File: src/rtl/dacc_pkg.sv
package dacc_pkg;

	typedef struct packed {
		logic [1:0]  cmd;
		logic [6:0]  opcode;
		logic [7:0]  operand_char_a;
		logic [7:0]  operand_char_b;
		logic [7:0]  operand_char_c;
		logic [7:0]  operand_char_d;
		logic [9:0]  host_address;
		logic [13:0] host_data;
	} in_item_t;

	typedef struct packed {
		logic [3:0]  status;
		logic [6:0]  program_counter;
		logic [13:0] accumulator;
		logic        compare_true;
		logic        range_violation;
		logic [13:0] read_word;
		logic        trap_raised;
		logic [13:0] trap_number;
		logic [3:0]  trap_operation;
	} out_item_t;

	localparam logic [1:0] CMD_EXEC  = 2'd0;
	localparam logic [1:0] CMD_HWR   = 2'd1;
	localparam logic [1:0] CMD_HRD   = 2'd2;
	localparam logic [1:0] CMD_NOP   = 2'd3;

	localparam logic [3:0] ST_OK     = 4'd0;
	localparam logic [3:0] ST_HALT   = 4'd1;
	localparam logic [3:0] ST_PTR1   = 4'd2;
	localparam logic [3:0] ST_PTR2   = 4'd3;
	localparam logic [3:0] ST_REG1   = 4'd4;
	localparam logic [3:0] ST_REG2   = 4'd5;
	localparam logic [3:0] ST_ADDR   = 4'd6;
	localparam logic [3:0] ST_BADOP  = 4'd7;
	localparam logic [3:0] ST_MODZ   = 4'd8;

	localparam logic [0:0] CFG_BASE  = 1'd0;
	localparam logic [0:0] CFG_LIMIT = 1'd1;

	localparam logic [7:0] CH_P = 8'h50;
	localparam logic [7:0] CH_R = 8'h52;
	localparam logic [7:0] CH_0 = 8'h30;

	localparam logic [6:0] OP_PSET = 7'd0;
	localparam logic [6:0] OP_PADD = 7'd1;
	localparam logic [6:0] OP_PSUB = 7'd2;
	localparam logic [6:0] OP_LDI  = 7'd3;
	localparam logic [6:0] OP_LDP  = 7'd4;
	localparam logic [6:0] OP_LDD  = 7'd5;
	localparam logic [6:0] OP_STP  = 7'd6;
	localparam logic [6:0] OP_STD  = 7'd7;
	localparam logic [6:0] OP_RSTP = 7'd8;
	localparam logic [6:0] OP_RSTD = 7'd9;
	localparam logic [6:0] OP_RLDP = 7'd10;
	localparam logic [6:0] OP_RLDD = 7'd11;
	localparam logic [6:0] OP_R0I  = 7'd12;
	localparam logic [6:0] OP_RMOV = 7'd13;
	localparam logic [6:0] OP_RTOA = 7'd14;
	localparam logic [6:0] OP_ATOR = 7'd15;
	localparam logic [6:0] OP_ADDI = 7'd16;
	localparam logic [6:0] OP_SUBI = 7'd17;
	localparam logic [6:0] OP_ADDR = 7'd18;
	localparam logic [6:0] OP_SUBR = 7'd19;
	localparam logic [6:0] OP_ADDP = 7'd20;
	localparam logic [6:0] OP_ADDD = 7'd21;
	localparam logic [6:0] OP_SUBP = 7'd22;
	localparam logic [6:0] OP_SUBD = 7'd23;
	localparam logic [6:0] OP_CEQP = 7'd24;
	localparam logic [6:0] OP_CLTP = 7'd25;
	localparam logic [6:0] OP_CGTP = 7'd26;
	localparam logic [6:0] OP_CGTI = 7'd27;
	localparam logic [6:0] OP_CEQI = 7'd28;
	localparam logic [6:0] OP_CLTI = 7'd29;
	localparam logic [6:0] OP_CEQR = 7'd30;
	localparam logic [6:0] OP_CLTR = 7'd31;
	localparam logic [6:0] OP_CGTR = 7'd32;
	localparam logic [6:0] OP_BT   = 7'd33;
	localparam logic [6:0] OP_BF   = 7'd34;
	localparam logic [6:0] OP_BR   = 7'd35;
	localparam logic [6:0] OP_TRAP = 7'd36;
	localparam logic [6:0] OP_MOD  = 7'd37;
	localparam logic [6:0] OP_HALT = 7'd99;

	// address operand source
	localparam logic [1:0] AS_NONE = 2'd0;
	localparam logic [1:0] AS_PTR  = 2'd1;
	localparam logic [1:0] AS_DIR  = 2'd2;

	// decoded instruction, front to back
	typedef struct packed {
		logic [1:0]  cmd;
		logic [6:0]  opcode;
		logic [3:0]  status;
		logic [1:0]  asrc;
		logic [1:0]  pidx;
		logic [1:0]  g1;
		logic [1:0]  g2;
		logic [6:0]  o1;
		logic [6:0]  o2;
		logic [13:0] imm;
		logic [3:0]  dd;
		logic [9:0]  host_address;
		logic [13:0] host_data;
	} dec_t;

	function automatic logic [3:0] dig(input logic [7:0] c);
		logic [7:0] t;
		t = c - CH_0;
		return (c >= CH_0 && t <= 8'd9) ? t[3:0] : 4'd0;
	endfunction

endpackage

File: src/rtl/dacc_front.sv
module dacc_front (
	input  logic                 clk,
	input  logic                 arst_n,
	input  logic                 in_valid,
	output logic                 in_stall,
	input  dacc_pkg::in_item_t   in_data,
	output logic                 q_valid,
	input  logic                 q_take,
	output dacc_pkg::dec_t       q_data
);
	localparam int QD = 2;

	dacc_pkg::dec_t  d;
	dacc_pkg::dec_t  mem_q [QD];
	logic            wp_q, rp_q;
	logic [1:0]      cnt_q;
	logic [3:0]      da, db, dc, dd;
	logic            p1ok, p2ok, g1ok, g2ok;
	logic [6:0]      o1, o2;
	logic [6:0]      op;
	logic            push;

	always_comb begin
		da = dacc_pkg::dig(in_data.operand_char_a);
		db = dacc_pkg::dig(in_data.operand_char_b);
		dc = dacc_pkg::dig(in_data.operand_char_c);
		dd = dacc_pkg::dig(in_data.operand_char_d);
		o1 = 7'({3'd0, da} * 7'd10 + {3'd0, db});
		o2 = 7'({3'd0, dc} * 7'd10 + {3'd0, dd});
		p1ok = in_data.operand_char_a == dacc_pkg::CH_P
			&& in_data.operand_char_b >= dacc_pkg::CH_0
			&& in_data.operand_char_b <= dacc_pkg::CH_0 + 8'd3;
		g1ok = in_data.operand_char_a == dacc_pkg::CH_R
			&& in_data.operand_char_b >= dacc_pkg::CH_0
			&& in_data.operand_char_b <= dacc_pkg::CH_0 + 8'd3;
		p2ok = in_data.operand_char_c == dacc_pkg::CH_P
			&& in_data.operand_char_d >= dacc_pkg::CH_0
			&& in_data.operand_char_d <= dacc_pkg::CH_0 + 8'd3;
		g2ok = in_data.operand_char_c == dacc_pkg::CH_R
			&& in_data.operand_char_d >= dacc_pkg::CH_0
			&& in_data.operand_char_d <= dacc_pkg::CH_0 + 8'd3;
		op = in_data.opcode;
		d = '0;
		d.cmd = in_data.cmd;
		d.opcode = op;
		d.o1 = o1;
		d.o2 = o2;
		d.imm = 14'({7'd0, o1} * 14'd100 + {7'd0, o2});
		d.dd = dd;
		d.g1 = in_data.operand_char_b[1:0];
		d.g2 = in_data.operand_char_d[1:0];
		d.host_address = in_data.host_address;
		d.host_data = in_data.host_data;
		d.status = dacc_pkg::ST_OK;
		d.asrc = dacc_pkg::AS_NONE;
		d.pidx = in_data.operand_char_b[1:0];
		if (in_data.cmd == dacc_pkg::CMD_EXEC) begin
			unique case (op)
				dacc_pkg::OP_PSET, dacc_pkg::OP_PADD, dacc_pkg::OP_PSUB,
				dacc_pkg::OP_LDP, dacc_pkg::OP_STP, dacc_pkg::OP_ADDP,
				dacc_pkg::OP_SUBP, dacc_pkg::OP_CEQP, dacc_pkg::OP_CLTP,
				dacc_pkg::OP_CGTP: begin
					if (!p1ok) d.status = dacc_pkg::ST_PTR1;
					else if (op != dacc_pkg::OP_PSET && op != dacc_pkg::OP_PADD
							&& op != dacc_pkg::OP_PSUB)
						d.asrc = dacc_pkg::AS_PTR;
				end
				dacc_pkg::OP_LDD, dacc_pkg::OP_STD, dacc_pkg::OP_ADDD,
				dacc_pkg::OP_SUBD: d.asrc = dacc_pkg::AS_DIR;
				dacc_pkg::OP_LDI, dacc_pkg::OP_R0I, dacc_pkg::OP_ADDI,
				dacc_pkg::OP_SUBI, dacc_pkg::OP_CGTI, dacc_pkg::OP_CEQI,
				dacc_pkg::OP_CLTI, dacc_pkg::OP_BT, dacc_pkg::OP_BF,
				dacc_pkg::OP_BR: ;
				dacc_pkg::OP_HALT: d.status = dacc_pkg::ST_HALT;
				dacc_pkg::OP_RSTP, dacc_pkg::OP_RSTD, dacc_pkg::OP_RLDP,
				dacc_pkg::OP_RLDD, dacc_pkg::OP_RMOV, dacc_pkg::OP_RTOA,
				dacc_pkg::OP_ATOR, dacc_pkg::OP_ADDR, dacc_pkg::OP_SUBR,
				dacc_pkg::OP_CEQR, dacc_pkg::OP_CLTR, dacc_pkg::OP_CGTR,
				dacc_pkg::OP_TRAP, dacc_pkg::OP_MOD: begin
					if (!g1ok) d.status = dacc_pkg::ST_REG1;
					else if (op == dacc_pkg::OP_RSTP || op == dacc_pkg::OP_RLDP) begin
						d.pidx = in_data.operand_char_d[1:0];
						if (!p2ok) d.status = dacc_pkg::ST_PTR2;
						else d.asrc = dacc_pkg::AS_PTR;
					end else if (op == dacc_pkg::OP_RSTD || op == dacc_pkg::OP_RLDD) begin
						d.asrc = dacc_pkg::AS_DIR;
					end else if ((op == dacc_pkg::OP_RMOV || op == dacc_pkg::OP_MOD)
							&& !g2ok)
						d.status = dacc_pkg::ST_REG2;
				end
				default: d.status = dacc_pkg::ST_BADOP;
			endcase
		end
	end

	assign in_stall = cnt_q == 2'(QD);
	assign push = in_valid && !in_stall;
	assign q_valid = cnt_q != 2'd0;
	assign q_data = mem_q[rp_q];

	always_ff @(posedge clk) begin
		if (push) mem_q[wp_q] <= d;
	end

	always_ff @(posedge clk or negedge arst_n) begin
		if (!arst_n) begin
			wp_q <= 1'b0;
			rp_q <= 1'b0;
			cnt_q <= 2'd0;
		end else begin
			if (push) wp_q <= ~wp_q;
			if (q_take) rp_q <= ~rp_q;
			cnt_q <= cnt_q + 2'(push) - 2'(q_take);
		end
	end

	assert property (@(posedge clk) disable iff (!arst_n) cnt_q <= 2'(QD))
		else $error("queue overflow");
	assert property (@(posedge clk) disable iff (!arst_n) q_take |-> q_valid)
		else $error("take from empty queue");
	assert property (@(posedge clk) disable iff (!arst_n)
		(push && !q_take) |=> cnt_q == $past(cnt_q) + 2'd1)
		else $error("queue count lost");
endmodule

File: config.mk
export PLATFORM = sky130hd
export DESIGN_NAME = dacc_front
export DESIGN_NICKNAME = d
export VERILOG_FILES = /design/src/rtl/dacc_pkg.sv /design/src/rtl/dacc_front.sv
export SDC_FILE = /design/constraint.sdc
export NUM_CORES = 1
export LEC_CHECK = 0
export BUFFER_PORTS_ARGS = -buffer_cell sky130_fd_sc_hd__buf_2
export CAP_MARGIN = 20
export CELL_PAD_IN_SITES_DETAIL_PLACEMENT = 1
export CELL_PAD_IN_SITES_GLOBAL_PLACEMENT = 2
export CORE_MARGIN = 5
export CORE_UTILIZATION = 38
export DETAILED_ROUTE_END_ITERATION = 12
export PLACE_DENSITY_LB_ADDON = 0.1
export SYNTH_ARGS = -nofsm -noshare
export SYNTH_HDL_FRONTEND = slang
export SYNTH_SLANG_ARGS = --single-unit
export TNS_END_PERCENT = 100
File: constraint.sdc
create_clock -name clk -period 4.7 [get_ports clk]
set_input_delay 0 -clock clk [delete_from_list [all_inputs] [get_ports clk]]
set_output_delay 0 -clock clk [all_outputs]
set_load 0.01 [all_outputs]
# Word-level counts from Yosys, hierarchy flattened
# Memory sizes are Yosys's and may differ from the RTL's.
# Cells that the tools add are included.
[word_totals]
inputBits = 69
mem_count = 1
romBits = 0
latchBits = 0
register_bits = 4
elab_cells = 124
ram_bits = 154
output_inout_bits = 79
[memory_table]
columns = ["memory", "words", "word_bits", "rd", "rd_clocked_by_memory_dff", "wr", "line", "source"]
rows = [
  ["mem_q", 2, 77, 1, 0, 1, "dacc_front.sv:14", "dacc_pkg::dec_t mem_q [QD];"],
]
[classes]
n_shift = 0
multipliers = 3
n_bitwise = 2
eq_ne = 45
order_cmp = 10
div = 0
n_reduce_logical = 29
addsub = 9
mux = 22
[ops]
columns = ["op", "count"]
rows = [
  ["equality test 7 x 5 -> 1 bit, second input constant", 16],
  ["equality test 7 x 4 -> 1 bit, second input constant", 8],
  ["equality test 7 x 6 -> 1 bit, second input constant", 6],
  ["equality test 8 x 7 -> 1 bit, second input constant", 4],
  ["greater-or-equal comparator 8 x 6 -> 1 bit, second input constant", 4],
  ["less-or-equal comparator 8 x 4 -> 1 bit, second input constant", 4],
  ["subtractor 8 x 6 -> 8 bit, second input constant", 4],
  ["equality test 7 x 3 -> 1 bit, second input constant", 4],
  ["two-way mux 4 bit", 7],
  ["OR reduction 14 bit", 2],
  ["less-or-equal comparator 8 x 6 -> 1 bit, second input constant", 2],
  ["logical AND 1 bit", 16],
  ["case mux 4 bit (4 select lines)", 1],
  ["adder 14 x 7 -> 14 bit", 1],
  ["adder 7 x 4 -> 7 bit", 2],
  ["equality test 7 x 2 -> 1 bit, second input constant", 2],
  ["multiplier 4 x 3 -> 6 bit, second input constant", 2],
  ["multiplier 7 x 5 -> 12 bit, second input constant", 1],
  ["two-way mux 2 bit", 6],
  ["OR reduction 10 bit", 1],
  ["two-way mux 8 bit", 1],
  ["equality test 7 x 1 -> 1 bit, second input constant", 1],
  ["equality test 7 bit, second input constant", 1],
  ["logical NOT 7 bit", 1],
  ["other kinds (16)", 23],
]

# Logic depth before layout (Yosys ltp)
# Gate-level depths: netlist of the first run.
[depth]
word_depth = 11
depth_mapped = 21
depth_no_buf = 21

# Worst setup path before layout of the first run
# OpenSTA, ideal clock, no wires.
[synth_path]
kind = "input -> register"
from = "in in_data[54] (netlist bit)"
to = "mem mem_q[0][41] (netlist bit), data pin"
t_arrival_ps = 4272
cell_stages = 20
setup_slack_ps = 157
n_path_buf = 0
required_time_ps = 4429
setup_ps = 271
path_cell_list = "and4bb_2 -> nor2b_1 -> and2_1 -> ha_1 -> ha_1 -> fa_1 -> nand3_1 -> o21ai_0 -> o21ai_0 -> nor2b_1 -> ha_1 -> inv_1 -> ha_1 -> ha_1 -> ha_1 -> and3_1 -> a211o_1 -> a311oi_1 -> nor4_1 -> xnor3_1"
[synth_rtl]
columns = ["element", "line", "source"]
rows = [
  ["start, declared", "dacc_front.sv:6", "input dacc_pkg::in_item_t in_data,"],
  ["end, declared", "dacc_front.sv:14", ""],
]

==> results of run 1 <==
sequential cells by signal, indices dropped and copies added, names as in the netlist:
| name | flops |
|---|---|
| wp_q | 1 |
| rp_q | 1 |
| mem_q | 146 |
| cnt_q | 2 |
synth_stat cells (4+ instances only):
library cell  count
dfrtp_1           4
buf_4             5
fa_1              6
nand3_1           7
a21oi_1          14
inv_1            26
nor3_1            7
nor2b_1           8
nand2_1          12
and2_1           12
xnor2_1          15
xor2_1           14
mux2_2           75
o21ai_0          14
and3_1            7
ha_1             45
o21bai_1          5
clkbuf_1         10
nor2_1           20
edfxtp_1        146
nor4_1            6
nand2b_1          4
worst register-to-register path: cells and delay by family, from the launching register on:
| family | cells | cell delay [ns] |
|---|---|---|
| buffers and inverters | 1 | 0.38 |
| AND/OR/NAND/NOR | 3 | 1.06 |
| flip-flops | 1 | 0.41 |
what timing repair did:
item,in CTS,in global routing
hold endpoints to repair,90,0
hold buffers,42,0
setup endpoints to repair,0,4
gates resized for setup,0,18
buffers inserted,0,2
power by group through the flow:
stage | Clock, mW | Sequential, mW | Combinational, mW
2_1_floorplan | 0 | 1.94 | 0.878
3_3_place_gp | 0 | 2.06 | 1.26
3_5_place_dp | 0 | 2.08 | 1.28
4_1_cts | 1.34 | 2.06 | 1.31
5_1_grt | 1.40 | 2.09 | 1.39
6_report | 1.30 | 2.04 | 1.28
worst paths after layout:
path / from / end / slack (ns) / cells after the start
worst max-delay path: in_data[41] / mem_q[1][41]$_DFFE_PP_ / 0.30 / 20
worst min-delay path: in_data[31] / mem_q[1][42]$_DFFE_PP_ / 0.07 / 3
worst max register to register: cnt_q[1]$_DFF_PN0_ / mem_q[0][1]$_DFFE_PP_ / 2.52 / 4
worst min register to register: cnt_q[0]$_DFF_PN0_ / cnt_q[0]$_DFF_PN0_ / 0.51 / 1
max in group asynchronous: arst_n / rp_q$_DFFE_PN0P_ / 3.99 / 3
min in group asynchronous: arst_n / wp_q$_DFFE_PN0P_ / 0.51 / 3
placed cells by master (no fill, tap or decap), types with 4 or more instances in the layout:
cell type and count:
buf_2 146, edfxtp_1 146, mux2_2 75, ha_1 43, dlygate4sd3_1 42, inv_1 26
nor2_1 18, clkbuf_16 17, xor2_1 14, xnor2_1 13, buf_4 13, and2_1 12
nand2_1 12, a21oi_1 12, o21ai_0 12, nor2b_1 8, nand3_1 6, and3_1 6
nor3_1 6, o21bai_1 5, fa_1 5, nor4_1 4
layout make-up:
class                      instances  area share, %
sequential                       150           46.8
multi-input combinational        312           29.6
timing repair buffer             202           13.2
clock buffer                      20           4.56
tap                              265           3.46
clock inverter                    11           1.32
inverter                          26           1.02
through the flow:
step                      area [sq um]  setup WS (ns)  setup TNS (ns)  std cells  utilization (%)
after floorplan                   7390          0.157               0        504                -
after global placement            8490        0.00227               0        911             43.9
after detailed placement          8490         -0.158          -0.472        911             43.9
after CTS                         9480          0.101               0        984             49.0
after global routing              9590       -0.00919         -0.0182        986             49.6
final                             9590          0.303               0        986             49.6
per-layer routing:
layer,vias up,share of wire [%]
met5,-,0
met1,2307,43
met3,17,4.7
met2,99,51
met4,0,1.4
li1,2303,-
logic make-up (layout without fill, tap and decap cells):
family,Yosys count,in the layout,synth area share (%)
AOI/OAI and AO/OA,50,50,4.25
DFF,150,150,60.7
xor gates and xnor gates,30,30,3.74
buffers and inverters,42,259,2.40
and+or+nand+nor,104,104,8.11
adders and majority gates,52,52,9.38
muxes,75,75,11.4
other,1,1,0.0507
==> impl_metrics.tcl, run 1 <==
set metrics [dict create \
    synthArstFlopShare_pct 2.67 \
    hold_viol 0 \
    drv_slew 0 \
    criticalPathCategory "primary input to flop" \
    met3_usage_pct 3.36 \
    seq_area_frac_synth_pct 60.7 \
    grt_max_degree 75 \
    p_per_area_mw_per_mm2 482 \
    synth.avg_cell_area_sq_um 14.7 \
    via_per_inst 4.79 \
    fin_skew_ns 0.0110 \
    synth_edf_count 146 \
    die_y_um 149 \
    row_count 51 \
    end_kind "flop" \
    drt_pass1_iterations 4 \
    ys_ff_latch 150 \
    cp_top_family "adder cells" \
    total_power_mw 4.62 \
    yosys_warnings 0 \
    cp_slowest_stage_delay_ns 0.52 \
    drive_above_1_share_pct 39.8 \
    postSynthCellCount 504 \
    place_congestion 0.739 \
    grt.total_usage_pct 15.6 \
    fmax_mhz 227 \
    clock-sinks 150 \
    leakage_nw 3.90 \
    vdd_drop_max_mv 0.230 \
    start_kind "primary input" \
    tightest_slew_ns 1.06 \
    status "completed" \
    numCtsBuffers 17 \
    globalRoute.busiestLayer "met2" \
    grt_pass1_vias 5135 \
    io_pins 148 \
    synth_fp_nets 624 \
    vias 4726 \
    hpwl_mm 11.8 \
    diodes 0 \
    syn_area_sq_mm 0.00739 \
    max_slew_margin_pct 29.5 \
    area_delta_synth_final_pct 29.6 \
    drt-total-wl_mm 16.9 \
    nFillCells 1979 \
    combPwrFrac_pct 27.7 \
    cts.clk_slew.worst_paths_ns 0.06 \
    fin_nets 829 \
    routedWlPerCell_um 17.1 \
    synth_top_area_share_pct 59.3 \
    drc 0 \
    io_buffers 146 \
    clk_path_buf_depth 2 \
    p_seq_share_pct 44.2 \
    ys_types 50 \
    cts_tree "done" \
    die_width_um 149 \
    die_area_sq_mm 0.0223 \
    start_util_pct 38.2 \
    met2_usage_pct 27.3 \
    period_share_pct 93.6 \
    yosys_most_used_dff "edfxtp_1" \
    setup_viol 0 \
    cp_common_cell "ha_1" \
    worstPathBufferInverterCount 4 \
    antenna_found_initial 0 \
    yosys.area.top_type "edfxtp_1" \
    drt_iter0_drc 178 \
    p_int_mw 3.25 \
    use_met1_pct 19.1 \
    multiInputGateArea_sq_mm 0.00284 \
    p_sw_share_pct 29.7 \
    design.core.area_sq_mm 0.0193 \
    required_ns 4.86 \
    switching_power_mw 1.37 \
    grt-ovfl-total 0 \
    path_cells "dlygate4sd3_1, buf_2, o21a_1, nor2_2, and2_1, ha_1, inv_1, fa_2, inv_1, ha_1, ha_1, ha_1, xor2_1, ha_2, o21ai_0, o21bai_1, a21oi_1, o21ba_2, o21bai_1, xnor3_1" \
    finalHoldWorstSlack_ns 0.0715 \
    clockPowerShare_pct 28.2 \
    grt_pass1_wl_mm 27.0 \
    h-tree-depth 4 \
    min_period_ns 4.40 \
    detail-route-antenna-nets 0 \
    hp-class "primary input to flop" \
    maxCapViolations 0 \
    worst_path_max_delay_cell "dlygate4sd3_1" \
    insertion_delay_ns 0.42 \
    cp.arrival_ns 4.56 \
    crit_path_max_fanout 5 \
    regArea_sq_mm 0.00449 \
    synth_area_leaders "edfxtp_1 59%, mux2_2 11%, ha_1 7.6%" \
    root_buffer "clkbuf_16" \
]
Note: power is estimated with default switching activity, not from simulation.
==> run 2, diff against run 1 <==
--- a/config.mk
+++ b/config.mk
@@ -10,7 +10,7 @@
 export CELL_PAD_IN_SITES_DETAIL_PLACEMENT = 1
 export CELL_PAD_IN_SITES_GLOBAL_PLACEMENT = 2
 export CORE_MARGIN = 5
-export CORE_UTILIZATION = 38
+export CORE_UTILIZATION = 25
 export DETAILED_ROUTE_END_ITERATION = 12
 export PLACE_DENSITY_LB_ADDON = 0.1
 export SYNTH_ARGS = -nofsm -noshare
==> impl_metrics.tcl, run 2 (synthesis results as in run 1) <==
set metrics [dict create \
    status "completed" \
    largest_reg_flops 146 \
    drt_pass1_iterations 4 \
    criticalPathCategory "primary input to flop" \
    tns_ns 0 \
    placed_cells 1041 \
    die_area_sq_mm 0.0331 \
    top_regs "mem_q: 146 flops, cnt_q: 2 flops" \
    crit_path_max_fanout 5 \
    period_share_pct 95.9 \
    required_ns 4.86 \
    maxCapViolations 0 \
    start_kind "primary input" \
    via_per_inst 4.27 \
    fin_skew_ns 0.00701 \
    io_pins 148 \
    grt-ovfl-total 0 \
    grt_pass1_vias 5096 \
    die_width_um 182 \
    grt.total_usage_pct 11.1 \
    worstSetupEndpoint "mem_q[0][41]$_DFFE_PP_" \
    p_per_area_mw_per_mm2 480 \
    hold_viol 0 \
    cts_tree "done" \
    regArea_sq_mm 0.00449 \
    root_buffer "clkbuf_16" \
    timing.rr.end "mem_q[1][53]$_DFFE_PP_" \
    area_delta_synth_final_pct 32.8 \
    fmax_mhz 222 \
    r2r_start "cnt_q[0]$_DFF_PN0_" \
    grt_max_degree 75 \
    drt-total-wl_mm 18.4 \
    design.core.area_sq_mm 0.0294 \
    detail-route-antenna-nets 0 \
    leakage_nw 3.91 \
    setup_viol 0 \
    drv_slew 0 \
    hp-class "primary input to flop" \
    worst_slack_ns 0.193 \
    worstRegToRegCells 3 \
    start_util_pct 25.1 \
    stdcell_count 1119 \
    max_slew_margin_pct 29.4 \
    numCtsBuffers 17 \
    crit_path_start "in_data[41]" \
    multiInputGateArea_sq_mm 0.00285 \
    antenna_found_initial 2 \
    drt_iter0_drc 129 \
    clk_path_buf_depth 2 \
    vdd_drop_max_mv 0.351 \
    place_congestion 0.719 \
    dpl_cell_area_sq_mm 0.00868 \
    end_kind "flop" \
    top_register "mem_q" \
    dp_slack_ns -0.195 \
    cts.clk_slew.worst_paths_ns 0.07 \
    nFillCells 3147 \
    clock-sinks 150 \
    mostFrequentLayoutCells "146 x buf_2, 146 x edfxtp_1, 75 x mux2_2, 42 x dlygate4sd3_1, 40 x ha_1" \
    fin_nets 834 \
    io_buffers 146 \
    total_power_mw 4.71 \
    drive_above_1_share_pct 41.0 \
    finalHoldWorstSlack_ns 0.0665 \
    hpwl_mm 13.2 \
    die_y_um 182 \
    drc 0 \
    grt_pass1_wl_mm 28.3 \
    post-route-util_pct 33.4 \
    row_count 63 \
    tightest_slew_ns 1.06 \
    min_period_ns 4.51 \
    regToRegSetupSlack_ns 2.59 \
    h-tree-depth 4 \
    final_area_sq_mm 0.00982 \
    cp.arrival_ns 4.67 \
    insertion_delay_ns 0.42 \
    routedWlPerCell_um 16.5 \
    vias 4775 \
]
run 2: worst min path at each step:
stage,startpoint,end,slack (ns),cells past startpoint
global route,in_data[31],mem_q[1][42]$_DFFE_PP_,0.06,3
CTS,in_data[26],mem_q[0][26]$_DFFE_PP_,0.05,2
finish,in_data[26],mem_q[0][26]$_DFFE_PP_,0.07,2
floorplan,arst_n,cnt_q[0]$_DFF_PN0_,-0.30,0
detailed placement,arst_n,cnt_q[1]$_DFF_PN0_,-0.19,1
global placement,arst_n,cnt_q[0]$_DFF_PN0_,-0.19,1
run 2: timing repair:
item                       4_1_cts  5_1_grt
hold endpoints to repair        90        0
setup buffers                    0        2
hold buffers                    42        0
gates resized for setup          0       20
setup endpoints to repair        0        4
run 2: power by group:
part | total (mW) | switching, mW | internal, mW
Sequential | 2.04 | 0.200 | 1.84
Clock | 1.37 | 0.576 | 0.799
Combinational | 1.30 | 0.672 | 0.628
Total | 4.71 | 1.45 | 3.27
run 2: layer usage:
| layer | routed length, um | vias to the layer above | GRT usage (%) | share of wire (%) |
|---|---|---|---|---|
| met5 | 0 | - | 0 | 0 |
| met3 | 650 | 21 | 2.26 | 3.5 |
| met1 | 8270 | 2350 | 14.0 | 45 |
| met2 | 9160 | 93 | 18.7 | 50 |
| li1 | - | 2311 | - | - |
| met4 | 333 | 0 | 4.11 | 1.8 |
run 2: worst max-delay path, stage by stage:
cell and delay (ns):
dlygate4sd3_1 0.53, buf_2 0.16, o21a_1 0.18, nor2_1 0.12, and2_1 0.15, ha_2 0.17
inv_1 0.05, fa_2 0.51, inv_1 0.08, ha_1 0.31, ha_1 0.30, ha_1 0.30
xor2_1 0.17, ha_1 0.37, buf_4 0.16, xor2_1 0.18, nor2_1 0.18, nand3_1 0.14
nor4_2 0.29, xnor3_1 0.29
run 2: layout make-up:
type / instances / share of cell area [%]
Sequential cell: 150 / 45.7
Clock buffer: 18 / 4.37
Timing Repair Buffer: 207 / 13.2
Tap cell: 390 / 4.97
Clock inverter: 14 / 1.73
Multi-Input combinational cell: 312 / 29.0
Inverter: 26 / 0.994
Antenna cell: 2 / 0.0510
==> run 3, diff against run 2 <==
--- a/config.mk
+++ b/config.mk
@@ -12,7 +12,9 @@
 export CORE_MARGIN = 5
 export CORE_UTILIZATION = 25
 export DETAILED_ROUTE_END_ITERATION = 12
+export MAX_ROUTING_LAYER = met4
 export PLACE_DENSITY_LB_ADDON = 0.1
+export SETUP_SLACK_MARGIN = 0.3
 export SYNTH_ARGS = -nofsm -noshare
 export SYNTH_HDL_FRONTEND = slang
 export SYNTH_SLANG_ARGS = --single-unit
==> impl_metrics.tcl, run 3 (synthesis results as in run 1) <==
set metrics [dict create \
    cts_tree "done" \
    die_y_um 182 \
    vdd_drop_max_mv 0.229 \
    regToRegSetupSlack_ns 2.61 \
    grt-ovfl-total 0 \
    top_regs "mem_q: 146 flops, cnt_q: 2 flops" \
    drt-total-wl_mm 18.7 \
    h-tree-depth 4 \
    grt_pass1_wl_mm 28.8 \
    hp-class "primary input to flop" \
    io_buffers 146 \
    period_share_pct 89.4 \
    hold_viol 0 \
    drive_above_1_share_pct 41.3 \
    place_congestion 0.736 \
    maxCapViolations 0 \
    cp.arrival_ns 4.36 \
    criticalPathCategory "primary input to flop" \
    status "completed" \
    fmax_mhz 238 \
    p_per_area_mw_per_mm2 480 \
    post-route-util_pct 33.5 \
    clock-sinks 150 \
    fin_skew_ns 0.0167 \
    mostFrequentLayoutCells "146 x buf_2, 146 x edfxtp_1, 75 x mux2_2, 41 x ha_1, 41 x dlygate4sd3_1" \
    setup_viol 0 \
    die_width_um 182 \
    io_pins 148 \
    detail-route-antenna-nets 0 \
    crit_path_max_fanout 6 \
    design.core.area_sq_mm 0.0294 \
    antenna_found_initial 1 \
    grt_max_degree 75 \
    hpwl_mm 13.2 \
    required_ns 4.86 \
    drt_pass1_iterations 4 \
    cts.clk_slew.worst_paths_ns 0.07 \
    rsz0062_at_grt "no" \
    grt_pass1_vias 5218 \
    start_kind "primary input" \
    finalHoldWorstSlack_ns 0.0273 \
    drc 0 \
    end_kind "flop" \
    vias 4807 \
    fin_nets 831 \
    routedWlPerCell_um 16.8 \
    clk_path_buf_depth 2 \
    via_per_inst 4.31 \
    top_register "mem_q" \
    max_slew_margin_pct 51.5 \
    row_count 63 \
    start_util_pct 25.1 \
    min_period_ns 4.20 \
    drt_iter0_drc 110 \
    root_buffer "clkbuf_16" \
    worstRegToRegCells 3 \
    grt.total_usage_pct 11.5 \
    drv_slew 0 \
    tightest_slew_ns 0.710 \
    largest_reg_flops 146 \
    numCtsBuffers 17 \
    leakage_nw 3.92 \
    insertion_delay_ns 0.43 \
    area_delta_synth_final_pct 33.3 \
    hold_path_depth 2 \
    die_area_sq_mm 0.0331 \
]
[run 3: cell types whose count changed in the layout (fill, tap and decap cells not counted), sizes merged]
| cell | before | now |
|---|---|---|
| clkinv | 4 | 6 |
| clkbuf | 18 | 17 |
| buf | 165 | 163 |
| bufinv | 2 | 1 |
| inv | 31 | 32 |
| diode | 2 | 1 |
| clkinvlp | 3 | 2 |
| dlygate4sd3 | 42 | 41 |
[run 3: final cells by class]
| class | count | area [sq um] |
|---|---|---|
| repair buffers | 204 | 1310 |
| flip-flops and latches | 150 | 4490 |
| clock inverters | 15 | 165 |
| fillers | 3158 | 19600 |
| diodes | 1 | 2.50 |
| inverters | 26 | 97.6 |
| well taps | 390 | 488 |
| clock buffers | 17 | 425 |
| multi-input cells | 312 | 2870 |
[run 3: report_power, final]
group / total, mW / switching [mW] / internal (mW)
Sequential: 1.96 / 0.118 / 1.84
Clock: 1.35 / 0.598 / 0.751
Combinational: 1.43 / 0.766 / 0.659
Total: 4.73 / 1.48 / 3.25
[run 3: critical path, cell delays in order]
cell      delay [ns]
buf_2           0.10
and4bb_2        0.24
buf_4           0.14
and3_1          0.16
ha_1            0.30
ha_1            0.22
fa_2            0.56
nand3_1         0.09
o21ai_2         0.18
o21ai_2         0.09
nor2b_1         0.14
ha_1            0.27
inv_1           0.06
ha_4            0.15
ha_1            0.30
ha_4            0.28
inv_2           0.06
and3_1          0.18
a211o_1         0.28
a311oi_2        0.26
nor4_2          0.10
xnor3_1         0.22
[run 3: layer usage]
layer	vias to the layer above	part of all wire, %	track usage [%]
met2	93	51	19.8
met3	19	3.1	2.00
li1	2299	-	-
met4	0	1.7	4.05
met5	-	0	-
met1	2396	44	13.6
[run 3: stage by stage]
stage                     instance area, sq um  cells  TNS, ns  setup WS, ns  total power [mW]
after floorplan                           7430    504        0         0.312              2.82
after global placement                    8690   1036        0        0.0133              3.38
after detailed placement                  8710   1037   -0.269        -0.123              3.42
after CTS                                 9710   1110        0         0.315              4.83
after global routing                      9850   1115        0         0.287              5.01
final                                     9850   1115        0         0.497              4.73
[run 3: worst paths after layout]
path                               startpoint                endpoint
hold / removal                    in_data[27]  mem_q[0][27]$_DFFE_PP_
max in group asynchronous              arst_n        rp_q$_DFFE_PN0P_
setup / recovery                  in_data[53]  mem_q[1][41]$_DFFE_PP_
setup reg to reg           cnt_q[1]$_DFF_PN0_  mem_q[1][47]$_DFFE_PP_
min in group asynchronous              arst_n        wp_q$_DFFE_PN0P_
hold reg to reg            cnt_q[1]$_DFF_PN0_      cnt_q[1]$_DFF_PN0_
[run 3: what timing repair did]
action | in CTS | in global routing
endpoints found under the setup margin | 0 | 4
endpoints found under the hold margin | 88 | 0
resized for setup | 0 | 15
setup buffers | 0 | 3
hold buffers | 41 | 0
